==> src/hw/rtl/cdq_pkg.sv <==
// Shared types and constants for the circular deque.
`timescale 1ns / 1ps

package cdq_pkg;

    localparam int WORD_W = 32;
    localparam int OCC_W  = 4;

    typedef enum logic [1:0] {
        MODE_PUSH_FRONT = 2'd0,
        MODE_PUSH_REAR  = 2'd1,
        MODE_POP_FRONT  = 2'd2,
        MODE_POP_REAR   = 2'd3
    } t_mode;

    typedef enum logic [1:0] {
        ST_DONE      = 2'd0,
        ST_OVERFLOW  = 2'd1,
        ST_UNDERFLOW = 2'd2
    } t_status;

    // Commands from the controller to the datapath.
    typedef struct packed {
        logic take;       // accept the input item: update indices, write or read the store
        logic load_now;   // load the result register from the push result
        logic load_pend;  // load the result register from the pending pop result
    } t_cmd;

    // Status from the datapath to the controller.
    typedef struct packed {
        logic is_pop;
    } t_sts;

endpackage

==> src/hw/rtl/cdq_ram.sv <==
// Generic single-write, single-read RAM with registered read data.
`timescale 1ns / 1ps

module cdq_ram #(
    parameter int WIDTH = 32,
    parameter int DEPTH = 8
) (
    input  logic                     i_clk,
    input  logic                     i_we,
    input  logic [$clog2(DEPTH)-1:0] i_waddr,
    input  logic [WIDTH-1:0]         i_wdata,
    input  logic                     i_re,
    input  logic [$clog2(DEPTH)-1:0] i_raddr,
    output logic [WIDTH-1:0]         o_rdata
);

    logic [WIDTH-1:0] r_mem [DEPTH];
    logic [WIDTH-1:0] r_rdata;

    always_ff @(posedge i_clk) begin
        if (i_we) begin
            r_mem[i_waddr] <= i_wdata;
        end
        if (i_re) begin
            r_rdata <= r_mem[i_raddr];
        end
    end

    assign o_rdata = r_rdata;

endmodule

==> src/hw/rtl/cdq_ctrl.sv <==
// Controller for the circular deque: handshakes and pop read sequencing.
`timescale 1ns / 1ps

module cdq_ctrl
    import cdq_pkg::*;
(
    input  logic i_clk,
    input  logic i_rst_n,
    input  logic i_in_valid,
    output logic o_in_ready,
    output logic o_out_valid,
    input  logic i_out_ready,
    input  t_sts i_sts,
    output t_cmd o_cmd
);

    typedef enum logic {
        S_IDLE,
        S_READ
    } t_state;

    t_state r_state, n_state;
    logic   r_out_valid, n_out_valid;
    logic   take;

    // Accept when idle and the result register is free or drains this cycle.
    assign o_in_ready = (r_state == S_IDLE) && (!r_out_valid || i_out_ready);
    assign take       = i_in_valid && o_in_ready;

    always_comb begin
        n_state        = r_state;
        o_cmd.take      = 1'b0;
        o_cmd.load_now  = 1'b0;
        o_cmd.load_pend = 1'b0;
        unique case (r_state)
            S_IDLE: begin
                if (take) begin
                    o_cmd.take = 1'b1;
                    if (i_sts.is_pop) begin
                        n_state = S_READ;
                    end else begin
                        o_cmd.load_now = 1'b1;
                    end
                end
            end
            S_READ: begin
                o_cmd.load_pend = 1'b1;
                n_state         = S_IDLE;
            end
            default: n_state = S_IDLE;
        endcase

        priority if (o_cmd.load_now || o_cmd.load_pend) begin
            n_out_valid = 1'b1;
        end else if (i_out_ready) begin
            n_out_valid = 1'b0;
        end else begin
            n_out_valid = r_out_valid;
        end
    end

    always_ff @(posedge i_clk) begin
        if (!i_rst_n) begin
            r_state     <= S_IDLE;
            r_out_valid <= 1'b0;
        end else begin
            r_state     <= n_state;
            r_out_valid <= n_out_valid;
        end
    end

    assign o_out_valid = r_out_valid;

endmodule

==> src/hw/rtl/cdq_datapath.sv <==
// Datapath for the circular deque: indices, count, word store, result register.
`timescale 1ns / 1ps

module cdq_datapath
    import cdq_pkg::*;
#(
    parameter int DEPTH = 8
) (
    input  logic              i_clk,
    input  logic              i_rst_n,
    input  t_cmd              i_cmd,
    output t_sts              o_sts,
    input  logic [1:0]        i_mode,
    input  logic [WORD_W-1:0] i_push_word,
    output logic [WORD_W-1:0] o_pop_word,
    output logic [1:0]        o_status,
    output logic [OCC_W-1:0]  o_occupancy
);

    localparam int AW = (DEPTH > 1) ? $clog2(DEPTH) : 1;
    localparam int CW = $clog2(DEPTH + 1);
    localparam logic [AW-1:0] LAST_IDX = AW'(DEPTH - 1);
    localparam logic [CW-1:0] FULL_CNT = CW'(DEPTH);

    t_mode mode;

    logic [AW-1:0] r_head, n_head;
    logic [AW-1:0] r_tail, n_tail;
    logic [CW-1:0] r_count, n_count;

    logic [AW-1:0] head_next, head_prev, tail_next, tail_prev;
    logic          full, empty;
    t_status       res_status;
    logic          we, re;
    logic [AW-1:0] waddr, raddr;
    logic [WORD_W-1:0] rdata;
    logic [CW+OCC_W-1:0] occ_wide;

    t_status          r_pend_status;
    logic [OCC_W-1:0] r_pend_occ;
    logic             r_pend_ok;

    logic [WORD_W-1:0] r_pop_word;
    t_status           r_status;
    logic [OCC_W-1:0]  r_occ;

    assign mode         = t_mode'(i_mode);
    assign o_sts.is_pop = (mode == MODE_POP_FRONT) || (mode == MODE_POP_REAR);

    assign head_next = (r_head == LAST_IDX) ? '0 : r_head + 1'b1;
    assign head_prev = (r_head == '0) ? LAST_IDX : r_head - 1'b1;
    assign tail_next = (r_tail == LAST_IDX) ? '0 : r_tail + 1'b1;
    assign tail_prev = (r_tail == '0) ? LAST_IDX : r_tail - 1'b1;

    assign full  = (r_count == FULL_CNT);
    assign empty = (r_count == '0);

    always_comb begin
        n_head     = r_head;
        n_tail     = r_tail;
        n_count    = r_count;
        res_status = ST_DONE;
        we         = 1'b0;
        re         = 1'b0;
        waddr      = '0;
        raddr      = '0;
        unique case (mode)
            MODE_PUSH_FRONT, MODE_PUSH_REAR: begin
                if (full) begin
                    res_status = ST_OVERFLOW;
                end else begin
                    we      = 1'b1;
                    n_count = r_count + 1'b1;
                    priority if (empty) begin
                        // First word always lands in slot zero.
                        n_head = '0;
                        n_tail = '0;
                        waddr  = '0;
                    end else if (mode == MODE_PUSH_FRONT) begin
                        n_head = head_prev;
                        waddr  = head_prev;
                    end else begin
                        n_tail = tail_next;
                        waddr  = tail_next;
                    end
                end
            end
            MODE_POP_FRONT, MODE_POP_REAR: begin
                if (empty) begin
                    res_status = ST_UNDERFLOW;
                end else begin
                    re      = 1'b1;
                    n_count = r_count - 1'b1;
                    if (mode == MODE_POP_FRONT) begin
                        raddr = r_head;
                        // Last word out: keep the indices as they are.
                        if (r_count != CW'(1)) begin
                            n_head = head_next;
                        end
                    end else begin
                        raddr = r_tail;
                        if (r_count != CW'(1)) begin
                            n_tail = tail_prev;
                        end
                    end
                end
            end
            default: res_status = ST_DONE;
        endcase
    end

    // Report the count modulo the field width.
    assign occ_wide = {{OCC_W{1'b0}}, n_count};

    cdq_ram #(
        .WIDTH (WORD_W),
        .DEPTH (DEPTH)
    ) u_ram (
        .i_clk   (i_clk),
        .i_we    (i_cmd.take && we),
        .i_waddr (waddr),
        .i_wdata (i_push_word),
        .i_re    (i_cmd.take && re),
        .i_raddr (raddr),
        .o_rdata (rdata)
    );

    always_ff @(posedge i_clk) begin
        if (!i_rst_n) begin
            r_head  <= '0;
            r_tail  <= '0;
            r_count <= '0;
        end else if (i_cmd.take) begin
            r_head  <= n_head;
            r_tail  <= n_tail;
            r_count <= n_count;
        end
    end

    always_ff @(posedge i_clk) begin
        if (i_cmd.take) begin
            r_pend_status <= res_status;
            r_pend_occ    <= occ_wide[OCC_W-1:0];
            r_pend_ok     <= re;
        end
        priority if (i_cmd.load_now) begin
            r_pop_word <= '0;
            r_status   <= res_status;
            r_occ      <= occ_wide[OCC_W-1:0];
        end else if (i_cmd.load_pend) begin
            r_pop_word <= r_pend_ok ? rdata : '0;
            r_status   <= r_pend_status;
            r_occ      <= r_pend_occ;
        end else begin
            r_pop_word <= r_pop_word;
            r_status   <= r_status;
            r_occ      <= r_occ;
        end
    end

    assign o_pop_word  = r_pop_word;
    assign o_status    = r_status;
    assign o_occupancy = r_occ;

endmodule

==> src/hw/rtl/circular_deque_top.sv <==
// Top level of the circular deque: controller, datapath and assertions.
// A push result is registered straight into the result register; a pop result
// passes through the registered read port of the word store, then the result register.
// Pushes are taken at one per cycle while the result register is free or drains; a pop
// holds off the next item during its read state.
// Reset: synchronous, active low; clears indices, count and result valid.
// Store contents stay undefined after reset; no clearing pass is run.
`timescale 1ns / 1ps

module circular_deque_top
    import cdq_pkg::*;
#(
    parameter int DEPTH = 8
) (
    input  logic              i_clk,
    input  logic              i_rst_n,
    input  logic              i_in_valid,
    output logic              o_in_ready,
    input  logic [1:0]        i_mode,
    input  logic signed [WORD_W-1:0] i_push_word,
    output logic              o_out_valid,
    input  logic              i_out_ready,
    output logic signed [WORD_W-1:0] o_pop_word,
    output logic [1:0]        o_status,
    output logic [OCC_W-1:0]  o_occupancy
);

    t_cmd cmd;
    t_sts sts;

    cdq_ctrl u_ctrl (
        .i_clk       (i_clk),
        .i_rst_n     (i_rst_n),
        .i_in_valid  (i_in_valid),
        .o_in_ready  (o_in_ready),
        .o_out_valid (o_out_valid),
        .i_out_ready (i_out_ready),
        .i_sts       (sts),
        .o_cmd       (cmd)
    );

    cdq_datapath #(
        .DEPTH (DEPTH)
    ) u_dp (
        .i_clk       (i_clk),
        .i_rst_n     (i_rst_n),
        .i_cmd       (cmd),
        .o_sts       (sts),
        .i_mode      (i_mode),
        .i_push_word (i_push_word),
        .o_pop_word  (o_pop_word),
        .o_status    (o_status),
        .o_occupancy (o_occupancy)
    );

    // A stalled result blocks the next item.
    a_stall_blocks: assert property (@(posedge i_clk) disable iff (!i_rst_n)
        (o_out_valid && !i_out_ready) |-> !o_in_ready)
        else $error("item accepted while result stalled");

    // A pop holds off the next item during its read state.
    a_pop_gap: assert property (@(posedge i_clk) disable iff (!i_rst_n)
        (cmd.take && sts.is_pop) |=> (!o_in_ready && cmd.load_pend))
        else $error("pop read cycle missing");

    // A refused operation returns a zero word.
    a_refused_zero: assert property (@(posedge i_clk) disable iff (!i_rst_n)
        (o_out_valid && (o_status == ST_OVERFLOW || o_status == ST_UNDERFLOW))
        |-> (o_pop_word == '0))
        else $error("refused operation returned a word");

    // Underflow happens only on an empty store, which stays empty.
    a_underflow_empty: assert property (@(posedge i_clk) disable iff (!i_rst_n)
        (o_out_valid && o_status == ST_UNDERFLOW) |-> (o_occupancy == '0))
        else $error("underflow with nonzero occupancy");

endmodule

==> config.mk <==
export PLATFORM = sky130hd
export DESIGN_NAME = circular_deque_top
export DESIGN_NICKNAME = d
export VERILOG_FILES = /design/src/hw/rtl/cdq_pkg.sv /design/src/hw/rtl/cdq_ram.sv /design/src/hw/rtl/cdq_ctrl.sv /design/src/hw/rtl/cdq_datapath.sv /design/src/hw/rtl/circular_deque_top.sv
export SDC_FILE = /design/constraint.sdc
export NUM_CORES = 1
export LEC_CHECK = 0
export BUFFER_PORTS_ARGS = -buffer_cell sky130_fd_sc_hd__buf_2
export CORE_MARGIN = 2
export CORE_UTILIZATION = 60
export DETAILED_ROUTE_END_ITERATION = 8
export GPL_TIMING_DRIVEN = 1
export PLACE_DENSITY_LB_ADDON = 0.08
export SETUP_SLACK_MARGIN = 0.15
export SLEW_MARGIN = 20
export SYNTH_ARGS = -nofsm -noshare
export SYNTH_HDL_FRONTEND = slang
export SYNTH_HIERARCHICAL = 1
export SYNTH_SLANG_ARGS = --single-unit
==> constraint.sdc <==
create_clock -name i_clk -period 4.7 [get_ports i_clk]
set_input_delay 0.235 -clock i_clk [delete_from_list [all_inputs] [get_ports i_clk]]
set_output_delay 0.235 -clock i_clk [all_outputs]
set_load 0.03 [all_outputs]
==> results of run 1 <==
==> power breakdown <==
part | internal, uW | switching, uW | leakage [uW]
Combinational | 218 | 315 | 0.00171
Clock | 1710 | 1090 | 0.000574
Sequential | 3450 | 46.9 | 0.00309
==> placed cells by master (no fill, tap or decap), types with 2 or more instances in the layout <==
cell,instances
a211oi_1,2
a21oi_1,12
a22o_1,32
and3_1,3
buf_12,4
buf_16,2
buf_2,77
buf_4,11
bufinv_16,4
clkbuf_1,7
clkbuf_16,37
clkbuf_8,3
clkinv_1,9
dfxtp_1,44
dlygate4sd3_1,25
edfxtp_1,301
ha_1,11
inv_1,11
inv_6,3
mux2_2,36
mux2i_1,5
mux4_1,40
mux4_2,24
nand2_1,12
nand2b_1,7
nor2_1,14
nor2_4,11
nor3_1,7
nor3_2,3
o211a_1,2
o211ai_1,2
o21a_1,2
o21ai_0,9
o31a_1,3
xnor2_1,4
==> worst max-delay path, delay by kind of cell, from the launching register on <==
family                     cells  cell delay [ns]
adders and majority gates      1             0.29
and+or+nand+nor                3             0.79
DFF                            1             0.49
buffers and inverters          2             0.77
muxes                          2             0.72
==> layout make-up <==
| cell class | instances | area [sq um] |
|---|---|---|
| multi-input cells | 265 | 3289 |
| diodes | 1 | 2.502 |
| well taps | 280 | 350.3 |
| flip-flops and latches | 345 | 9920 |
| repair buffers | 119 | 853.3 |
| clock inverters | 17 | 185.2 |
| inverters | 12 | 45.04 |
| fillers | 1311 | 6185 |
| clock buffers | 47 | 993.5 |
==> state kept, by name (all words and copies together), names as in the netlist <==
| name | cells |
|---|---|
| u_dp/r_pend_ok | 1 |
| u_dp/o_pop_word | 32 |
| u_ctrl/r_state | 1 |
| u_dp/u_ram/o_rdata | 32 |
| u_dp/r_pend_occ | 4 |
| u_dp/o_status | 2 |
| u_ctrl/o_out_valid | 1 |
| u_dp/r_head | 3 |
| u_dp/r_tail | 3 |
| u_dp/o_occupancy | 4 |
| u_dp/r_count | 4 |
| u_dp/r_pend_status | 2 |
| u_dp/u_ram/r_mem | 256 |
==> worst max path at each step <==
| stage | endpoint | depth (start not counted) | startpoint | slack [ns] |
|---|---|---|---|---|
| 2_1_floorplan | u_dp/u_ram/r_mem[0][0] | 6 | u_ctrl/o_out_valid | 0.31 |
| 3_3_place_gp | u_dp/u_ram/o_rdata[1] | 8 | u_dp/r_count[0] | 1.43 |
| 3_5_place_dp | u_dp/u_ram/o_rdata[1] | 8 | u_dp/r_count[0] | 1.34 |
| 4_1_cts | u_dp/u_ram/o_rdata[13] | 8 | u_dp/r_count[0] | 1.30 |
| 5_1_grt | u_dp/u_ram/o_rdata[1] | 8 | u_dp/r_count[0] | 1.09 |
| 6_report | u_dp/u_ram/o_rdata[1] | 8 | u_dp/r_count[0] | 1.33 |
==> metal layers <==
layer	routed length, um	up-vias	share of wire [%]	GRT usage [%]
met1	10920	3418	43	31.06
met5	0	-	0	0
met3	1438	32	5.7	3.941
met2	12560	189	50	36.54
met4	348	0	1.4	5.335
li1	-	2961	-	-
==> through the flow <==
stage | hold WS [ns] | setup WS [ns] | cells | util, %
CTS | 0.001830 | 1.303 | 1085 | 71.65
detailed placement | 0.4479 | 1.343 | 996 | 65.10
global placement | 0.4431 | 1.433 | 991 | 64.55
global route | 0.003791 | 1.095 | 1086 | 71.66
floorplan | 0.3339 | 0.3108 | 657 | -
finish | 0.01388 | 1.333 | 1086 | 71.66
==> kinds of logic (layout without fill, tap and decap cells) <==
family	count (synthesis)	after routing
other cells	0	1
flops	345	345
simple gates	72	72
xor+xnor	4	4
mux	105	105
buf+inv	47	195
fa+ha+maj	11	11
compound gates	73	73
==> repair_timing <==
item	4_1_cts	5_1_grt
gates resized for setup	0	0
hold buffers	25	0
endpoints found under the hold margin	177	0
==> impl_results.md, run 1 <==
- Run status: finished clean
- Vias after detailed routing: 6600
- Clock buffer depth: 3
- Grt ovf: 0
- NumNets Final: between 800 and 900
- Setup CP Type: reg -> reg
- Final Hold Vio Count: 0
- Initial antenna violation count: 1
- Cells on worst reg2reg path: 8
- Worst hold endpoint: u_dp/u_ram/r_mem[1][21]
- Vias in the first global route: 6901
- Crit-path max cell delay: 0.69 ns
- Most frequent cell after synthesis: edfxtp_1
- XOR/XNOR Fraction of Synth Area: 0.2622%
- CP Launch Type: flip-flop
- Peak supply drop: 0.3405 mV
- Die width: 153.2 um
- Slowest-stage cell, CP: buf_4
- Fin area: around 0.016 sq mm
- Wire length per cell: 23.27 um
- Crit path max fanout: 64
- Yosys cell types: 52
- Global-route wire length before repair: 39.27 mm
- CP Data Arrival Time: approximately 3.6 ns
- Most frequent cells after synthesis: edfxtp_1, dfxtp_1, mux4_1
- Area Overhead vs Synth: 17.04%
- CTS tree: done
- Skew final: 0.009339 ns
- Die Area: 0.02348 sq mm
- Worst-margin pin slew: 1.061 ns
- Tot Pwr: 6830 uW
- Final WL: roughly 25 mm
- HP Class: in -> reg
- R2R Setup Slk: 1.33 ns
- Clk pin slew, worst setup/hold paths: roughly 0.060 ns
- Via density: 6.077
- Area of the core: 0.02182 sq mm
- EDFF count, synth: approximately 300
- Cell breakdown of the critical path: inv_1, ha_1, or3b_1, nand2_1, nor2_4, buf_4, mux4_2, mux2_2
- Worst reg2reg endpoint: u_dp/u_ram/o_rdata[1]
- Count of clock tree sinks: 345
- Final Max Slew Viols: 0
- Hold path depth: 1
- Global Route Usage Sum: 22.02%
- Row count: 54
- Post-DP HPWL: 14.34 mm
- Hold Startpoint: i_push_word[21]
- Mapped cell area: 0.01336 sq mm
- Main combinational cell family by area after synthesis: multiplexers
- Ys flop type: edfxtp_1
- CP required: 4.95 ns
- IO buf count: 77
- Root Buffer: clkbuf_16
- Drc violations: 0
- Layout cell share with drive strength beyond 1: 27.95%
- Tmin final: 3.367 ns
- Largest net degree at the start of global routing: 65
- Mapped Nets: 706
- PD cells: 436.7 mW/mm^2
- Boundary Pins: between 70 and 80
- Max cap viols: 0
- Synth Warn #: 6
- Async S/R FF share, synth: 0%
- ANT nets after route: 0
- Leak: 0.005369 uW
- Cells after synthesis: 657
- Proportion of synthesized area in mux cells: 15.32%
- Worst R2R Start: u_dp/r_count[0]
- Setup tns final: 0 ns
- Synth top area cells: edfxtp_1, mux4_1, dfxtp_1
- Fin crit share: 71.64%
- Placer Congestion: 0.7699
- Adder-cell share of the synthesized area: 1.030%
- Worst relative slew slack: 29.10%
- Iter 0 DRT Violations: 597
- Synth Area in Simple Gates: 2.968%
- CTS H-Tree Depth: 2
- CP Capture Type: flip-flop
- Yosys top cell by area: edfxtp_1
- Sequential share of the synthesized area: 74.24%
- Setup violations, final: 0
- Post-CTS Setup Repair Bufs: 0
- Area after DPL: approximately 0.014 sq mm
- Mean Syn Cell Area: 20.34 sq um
- RSZ-0062 raised after global routing: no
- Die H: 153.2 um
- Skew-Pair Late Insertion Delay: a little over 0.5 ns
- Share of the synthesized area in the top cell type: 67.65%
- Num CTS Buffers: 36
- Yosys reg bits: about 350
- First-pass detailed-route iteration total: 4
- Post-synthesis compound-gate area fraction: 4.308%
- Fmax: 297.0 MHz
- Initial Util: 61.23%
Note: power is estimated with default switching activity, not from simulation.
==> inputs of run 2 (changes only) <==
clock period = 3.4 ns   (was 4.7 ns; I/O delays follow)
==> run 2 against run 1 <==
  * First-iteration DRC count is 16% lower
  * Global-route usage is 0.090 points higher
  * Final cell count is 1.1% higher
  * Hold slack better by 0.016 ns
  * Sequential power is 38% higher
  * Via count hardly changed
  * Count of clock-buffer cells in the layout is 1 higher
  * Fmax is 10% higher
  * Sequential share of layout area is 0.55 points lower
  * Cell area is 0.87% higher
  * Non-clock buffer count is 15 higher
  * Core utilization is 0.62 points higher
==> impl_results.md, run 2 (synthesis results as in run 1) <==
- GRT busiest layer: met2
- Final core utilization: 72.29% (+0.62 points)
- Setup CP Type: reg -> reg
- Tmin final: 3.051 ns (-0.3166 ns)
- Setup violations, final: 0 (unchanged)
- Met3 usage: 4.139% (+0.20 points)
- First-pass detailed-route iteration total: 4 (unchanged)
- Grt ovf: 0 (unchanged)
- CP Launch Type: flip-flop
- Wire length per cell: 23.02 um (-1.1%)
- Initial Util: 61.23% (unchanged)
- CTS tree: done
- Global Route Usage Sum: 22.11% (+0.090 points)
- CP delay by family, top: multiplexers
- IO buf count: 77 (unchanged)
- Final WL: 25.28 mm (about the same)
- Boundary Pins: 78 (unchanged)
- Final Hold Vio Count: 0 (unchanged)
- Cell breakdown of the critical path: inv_1, ha_1, or3b_1, nand2_1, nor2_4, buf_4, mux4_1, mux2_2
- Drc violations: 0 (unchanged)
- CP bufs+invs: 2 (unchanged)
- Die H: 153.2 um (unchanged)
- Clk pin slew, worst setup/hold paths: 0.06 ns (about the same)
- Top reg by flops: u_dp/u_ram/r_mem
- Layout cell share with drive strength beyond 1: 28.61% (+0.66 points)
- Count of clock tree sinks: 345 (unchanged)
- Vias after detailed routing: 6604 (+0.061%)
- Most frequent cells in the layout: edfxtp_1, buf_2, dfxtp_1
- Vias in the first global route: 6850 (-0.74%)
- Final Max Slew Viols: 0 (unchanged)
- Area Overhead vs Synth: 18.06%
- Crit path max fanout: 18 (-72%)
- CP required: 3.66 ns (-1.29 ns)
- Clock buffer depth: 3 (unchanged)
- GR Layer Usage met2: 38.44% (+1.9 points)
- HP Class: in -> reg
- Leak: 0.005408 uW (+0.72%)
- Skew final: 0.01907 ns (+0.009734 ns)
- Inserted Diodes: 0 (-1)
- Fin crit share: 89.73% (+18 points)
- Post-DP HPWL: 13.81 mm (-3.7%)
- Worst relative slew slack: 63.44% (+34 points)
- CP Capture Type: flip-flop
- Initial antenna violation count: 0 (-1)
- Fmax: 327.8 MHz (+10%)
- Worst hold slack: 0.03018 ns (+0.01630 ns)
- PD cells: 593.3 mW/mm^2 (+36%)
- Slowest-stage cell, CP: mux4_1
- Global-route wire length before repair: 39.12 mm (-0.37%)
- Num CTS Buffers: 35 (-2.8%)
- Routing usage on met1: 29.55% (-1.5 points)
- Hold_buf cts: 33 (+32%)
- NumNets Final: 842 (+1.7%)
- Max reg flops: 256 (unchanged)
- Via density: 6.015 (-1.0%)
- RSZ-0062 raised after global routing: no
- CP Data Arrival Time: 3.31 ns (-0.31 ns)
- Run status: finished clean
- Peak supply drop: 0.4496 mV (+32%)
- Max cap viols: 0 (unchanged)
- ANT nets after route: 0 (unchanged)
- CTS resizes: 0 (unchanged)
- Area of the core: 0.02182 sq mm (unchanged)
- Row count: 54 (unchanged)
- Skew-Pair Late Insertion Delay: 0.51 ns (about the same)
- Worst-margin pin slew: 0.5483 ns (-0.5126 ns)
- Largest net degree at the start of global routing: 65 (unchanged)
- Crit-path max cell delay: 0.62 ns (-0.07 ns)
- Post-CTS Setup Repair Bufs: 0 (unchanged)
- Iter 0 DRT Violations: 500 (-16%)
- Die Area: 0.02348 sq mm (unchanged)
- Root Buffer: clkbuf_16
- Most common cell after layout, fill and taps aside: edfxtp_1
- CTS H-Tree Depth: 2 (unchanged)
- Placer Congestion: 0.7963 (+3.4%)
- Die width: 153.2 um (unchanged)
run 2: changes by cell type in the layout (fill, tap and decap cells not counted), sizes merged:
cell,previous run,this run
diode,1,0
dlygate4sd3,25,33
buf,94,101
clkinvlp,0,3
clkinv,10,5
inv,15,14
clkbuf,47,48
run 2: cell type report:
class	instances	area, sq um
multi-input combinational	265	3297
clock buffer	48	954.7
timing repair buffer	134	1021
fill	1298	6048
inverter	12	45.04
sequential	345	9920
clock inverter	14	187.7
tap	280	350.3
run 2: path summary, 6_finish.rpt:
path	from	to	slack, ns	cells after the start
setup / recovery	u_dp/r_count[0]	u_dp/u_ram/o_rdata[25]	0.35	8
hold / removal	i_out_ready	u_ctrl/r_state	0.03	3
setup reg to reg	u_dp/r_count[0]	u_dp/u_ram/o_rdata[25]	0.35	8
hold reg to reg	u_dp/u_ram/o_rdata[26]	u_dp/o_pop_word[26]	0.46	1
run 2: routing by layer:
layer | share of wire, % | up-vias
li1 | - | 2985
met1 | 42 | 3396
met2 | 51 | 188
met3 | 5.1 | 35
met4 | 1.5 | 0
met5 | 0 | -
run 2: through the flow:
| step | setup WS [ns] | total power, uW | setup TNS, ns | std cells | area (sq um) |
|---|---|---|---|---|---|
| after floorplan | -0.1336 | 5385 | -25.46 | 657 | 13370 |
| after global placement | 0.4993 | 5610 | 0 | 1003 | 14300 |
| after detailed placement | 0.3506 | 5643 | 0 | 1003 | 14300 |
| after CTS | 0.3206 | 9461 | 0 | 1098 | 15780 |
| after global routing | 0.2080 | 9681 | 0 | 1098 | 15780 |
| final | 0.3493 | 9359 | 0 | 1098 | 15780 |
run 2: tightest hold or removal path, stage by stage:
cell and delay, ns:
buf_2 0.10, nor2b_4 0.05, nor3_1 0.16
run 2: power by group:
group / switching [uW] / total (uW) / leakage, uW / internal, uW
registers: 64.0 / 4830 / 0.00309 / 4760
clock network: 1490 / 3770 / 0.000548 / 2280
logic: 437 / 758 / 0.00177 / 321
total: 1990 / 9360 / 0.00541 / 7370
==> inputs of run 3 (changes only) <==
CELL_PAD_IN_SITES_DETAIL_PLACEMENT = 1   (was unset)
CELL_PAD_IN_SITES_GLOBAL_PLACEMENT = 2   (was unset)
CORE_UTILIZATION = 47   (was 60)
==> run 3 against run 2 <==
  * Die area grew 27%
  * Core utilization fell by 15 points
  * Sequential power about the same
  * Combinational power rose by 2%
  * Hold slack lost 0.010 ns
  * Total power up 3.8%
  * First-iteration DRC count is 31% lower
  * Final cell count increased by 10%
  * Sequential share of layout area decreased by 0.91 points
  * Via count about the same
  * Cell area increased by 1.5%
  * Routed wire length grew 13%
  * Critical endpoint is now u_dp/u_ram/o_rdata[29]
==> impl_results.md, run 3 (synthesis results as in run 1) <==
- Placer Congestion: 0.7497 (-5.9%)
- PD cells: 607.0 mW/mm^2 (+2.3%)
- Boundary Pins: 78 (unchanged)
- CP Launch Type: flip-flop
- HP Class: in -> reg
- Worst R2R Start: u_dp/r_count[0]
- Tmin final: 2.998 ns (-0.05238 ns)
- Post-DP HPWL: 16.12 mm (+17%)
- Setup CP Type: reg -> reg
- Initial antenna violation count: 1 (+1)
- Layout cell share with drive strength beyond 1: 29.04% (+0.43 points)
- Count of clock tree sinks: 345 (unchanged)
- Grt ovf: 0 (unchanged)
- Die H: 172.6 um (+13%)
- Num CTS Buffers: 38 (+8.6%)
- Clock buffer depth: 3 (unchanged)
- First-pass detailed-route iteration total: 4 (unchanged)
- NumNets Final: 849 (+0.83%)
- Skew-Pair Late Insertion Delay: 0.53 ns (+0.02 ns)
- Final Hold Vio Count: 0 (unchanged)
- Largest net degree at the start of global routing: 49 (-25%)
- Peak supply drop: 0.6600 mV (+47%)
- CP required: 3.67 ns (about the same)
- CP Capture Type: flip-flop
- Worst-margin pin slew: 0.5880 ns (+0.03971 ns)
- IO buf count: 77 (unchanged)
- Via density: 5.460 (-9.2%)
- Final Non-Filler Cells: 1209 (+10%)
- Global Route Usage Sum: 19.45% (-2.7 points)
- Die width: 172.6 um (+13%)
- Die Area: 0.02979 sq mm (+27%)
- Area Overhead vs Synth: 19.80%
- Worst setup path start: u_dp/r_count[0]
- Clk pin slew, worst setup/hold paths: 0.05 ns (about the same)
- Iter 0 DRT Violations: 344 (-31%)
- Skew final: 0.008402 ns (-0.01067 ns)
- Most frequent cells in the layout: edfxtp_1, buf_2, dfxtp_1
- Row count: 61 (+13%)
- Setup tns final: 0 ns (unchanged)
- Global-route wire length before repair: 43.94 mm (+12%)
- Setup violations, final: 0 (unchanged)
- Drc violations: 0 (unchanged)
- RSZ-0062 raised after global routing: no
- Final WL: 28.49 mm (+13%)
- ANT nets after route: 0 (unchanged)
- Vias after detailed routing: 6601 (-0.045%)
- Post-CTS Setup Repair Bufs: 0 (unchanged)
- Fin crit share: 88.18% (-1.5 points)
- Leak: 0.005490 uW (+1.5%)
- Root Buffer: clkbuf_16
- CTS tree: done
- Fmax: 333.5 MHz (+1.7%)
- Hold Startpoint: i_out_ready
- Area occupied by multi-input gates: 0.003297 sq mm (unchanged)
- FILL cells: 2391 (+84%)
- Storage element area: 0.009920 sq mm (unchanged)
- Crit path max fanout: 48 (+30)
- Run status: finished clean
- Final Max Slew Viols: 0 (unchanged)
- Inst Count DP: 1105 (+10%)
- Max reg flops: 256 (unchanged)
- Most common cell after layout, fill and taps aside: edfxtp_1
- Max cap viols: 0 (unchanged)
- Initial Util: 47.96% (-13 points)
- Top reg by flops: u_dp/u_ram/r_mem
- CP Data Arrival Time: 3.27 ns (-0.04 ns)
- Wire length per cell: 23.56 um (+2.3%)
- Area of the core: 0.02786 sq mm (+28%)
- Vias in the first global route: 7319 (+6.8%)
- CTS H-Tree Depth: 2 (unchanged)
- Worst relative slew slack: 60.70% (-2.7 points)
## run 3: worst paths after layout
check | slack, ns | end | cells after the start
hold / removal | 0.02 | u_ctrl/r_state | 3
hold reg to reg | 0.45 | u_dp/o_pop_word[13] | 1
setup / recovery | 0.40 | u_dp/u_ram/o_rdata[29] | 8
setup reg to reg | 0.40 | u_dp/u_ram/o_rdata[29] | 8
## run 3: metal layers
layer / vias to the layer above / track usage, % / routed length, um
met5: - / 0 / 0
met4: 0 / 5.698 / 588
met3: 45 / 3.188 / 1016
met2: 140 / 34.79 / 14810
met1: 3416 / 24.50 / 12070
li1: 3000 / - / -
## run 3: repair_timing
| item | 4_1_cts | 5_1_grt |
|---|---|---|
| hold endpoints to repair | 257 | 0 |
| hold buffers | 33 | 0 |
| gates resized for setup | 0 | 0 |
## run 3: where the power goes
part | leakage [uW] | internal, uW | switching, uW
combinational | 0.00179 | 323 | 451
sequential | 0.00309 | 4760 | 67.5
clock | 0.000618 | 2490 | 1620
total | 0.00549 | 7580 | 2140
## run 3: cell type report
| class | count | area share [%] |
|---|---|---|
| well taps | 378 | 2.955 |
| flip-flops and latches | 345 | 61.97 |
| inverters | 12 | 0.2814 |
| multi-input cells | 265 | 20.60 |
| clock inverters | 18 | 1.258 |
| clock buffers | 52 | 6.590 |
| diodes | 1 | 0.01563 |
| repair buffers | 138 | 6.332 |
## run 3: per-stage QoR
step	total power, uW	setup WS (ns)	hold WS [ns]	utilization [%]	cell area [sq um]
4_1_cts	9845	0.3645	0.002082	57.45	16000
3_3_place_gp	5636	0.4797	0.4184	51.75	14420
3_5_place_dp	5675	0.3785	0.4403	51.75	14420
6_report	9716	0.4017	0.01976	57.46	16010
2_1_floorplan	5385	-0.1336	0.2689	-	13370
5_1_grt	10050	0.2387	0.04704	57.46	16010
## run 3: critical path: stages (launching register included)
cell and delay [ns]:
dfxtp_1 0.49, inv_1 0.08, ha_1 0.29, or3b_1 0.32
nand2_1 0.15, nor2_4 0.16, buf_12 0.34, mux4_1 0.64
mux2_2 0.28
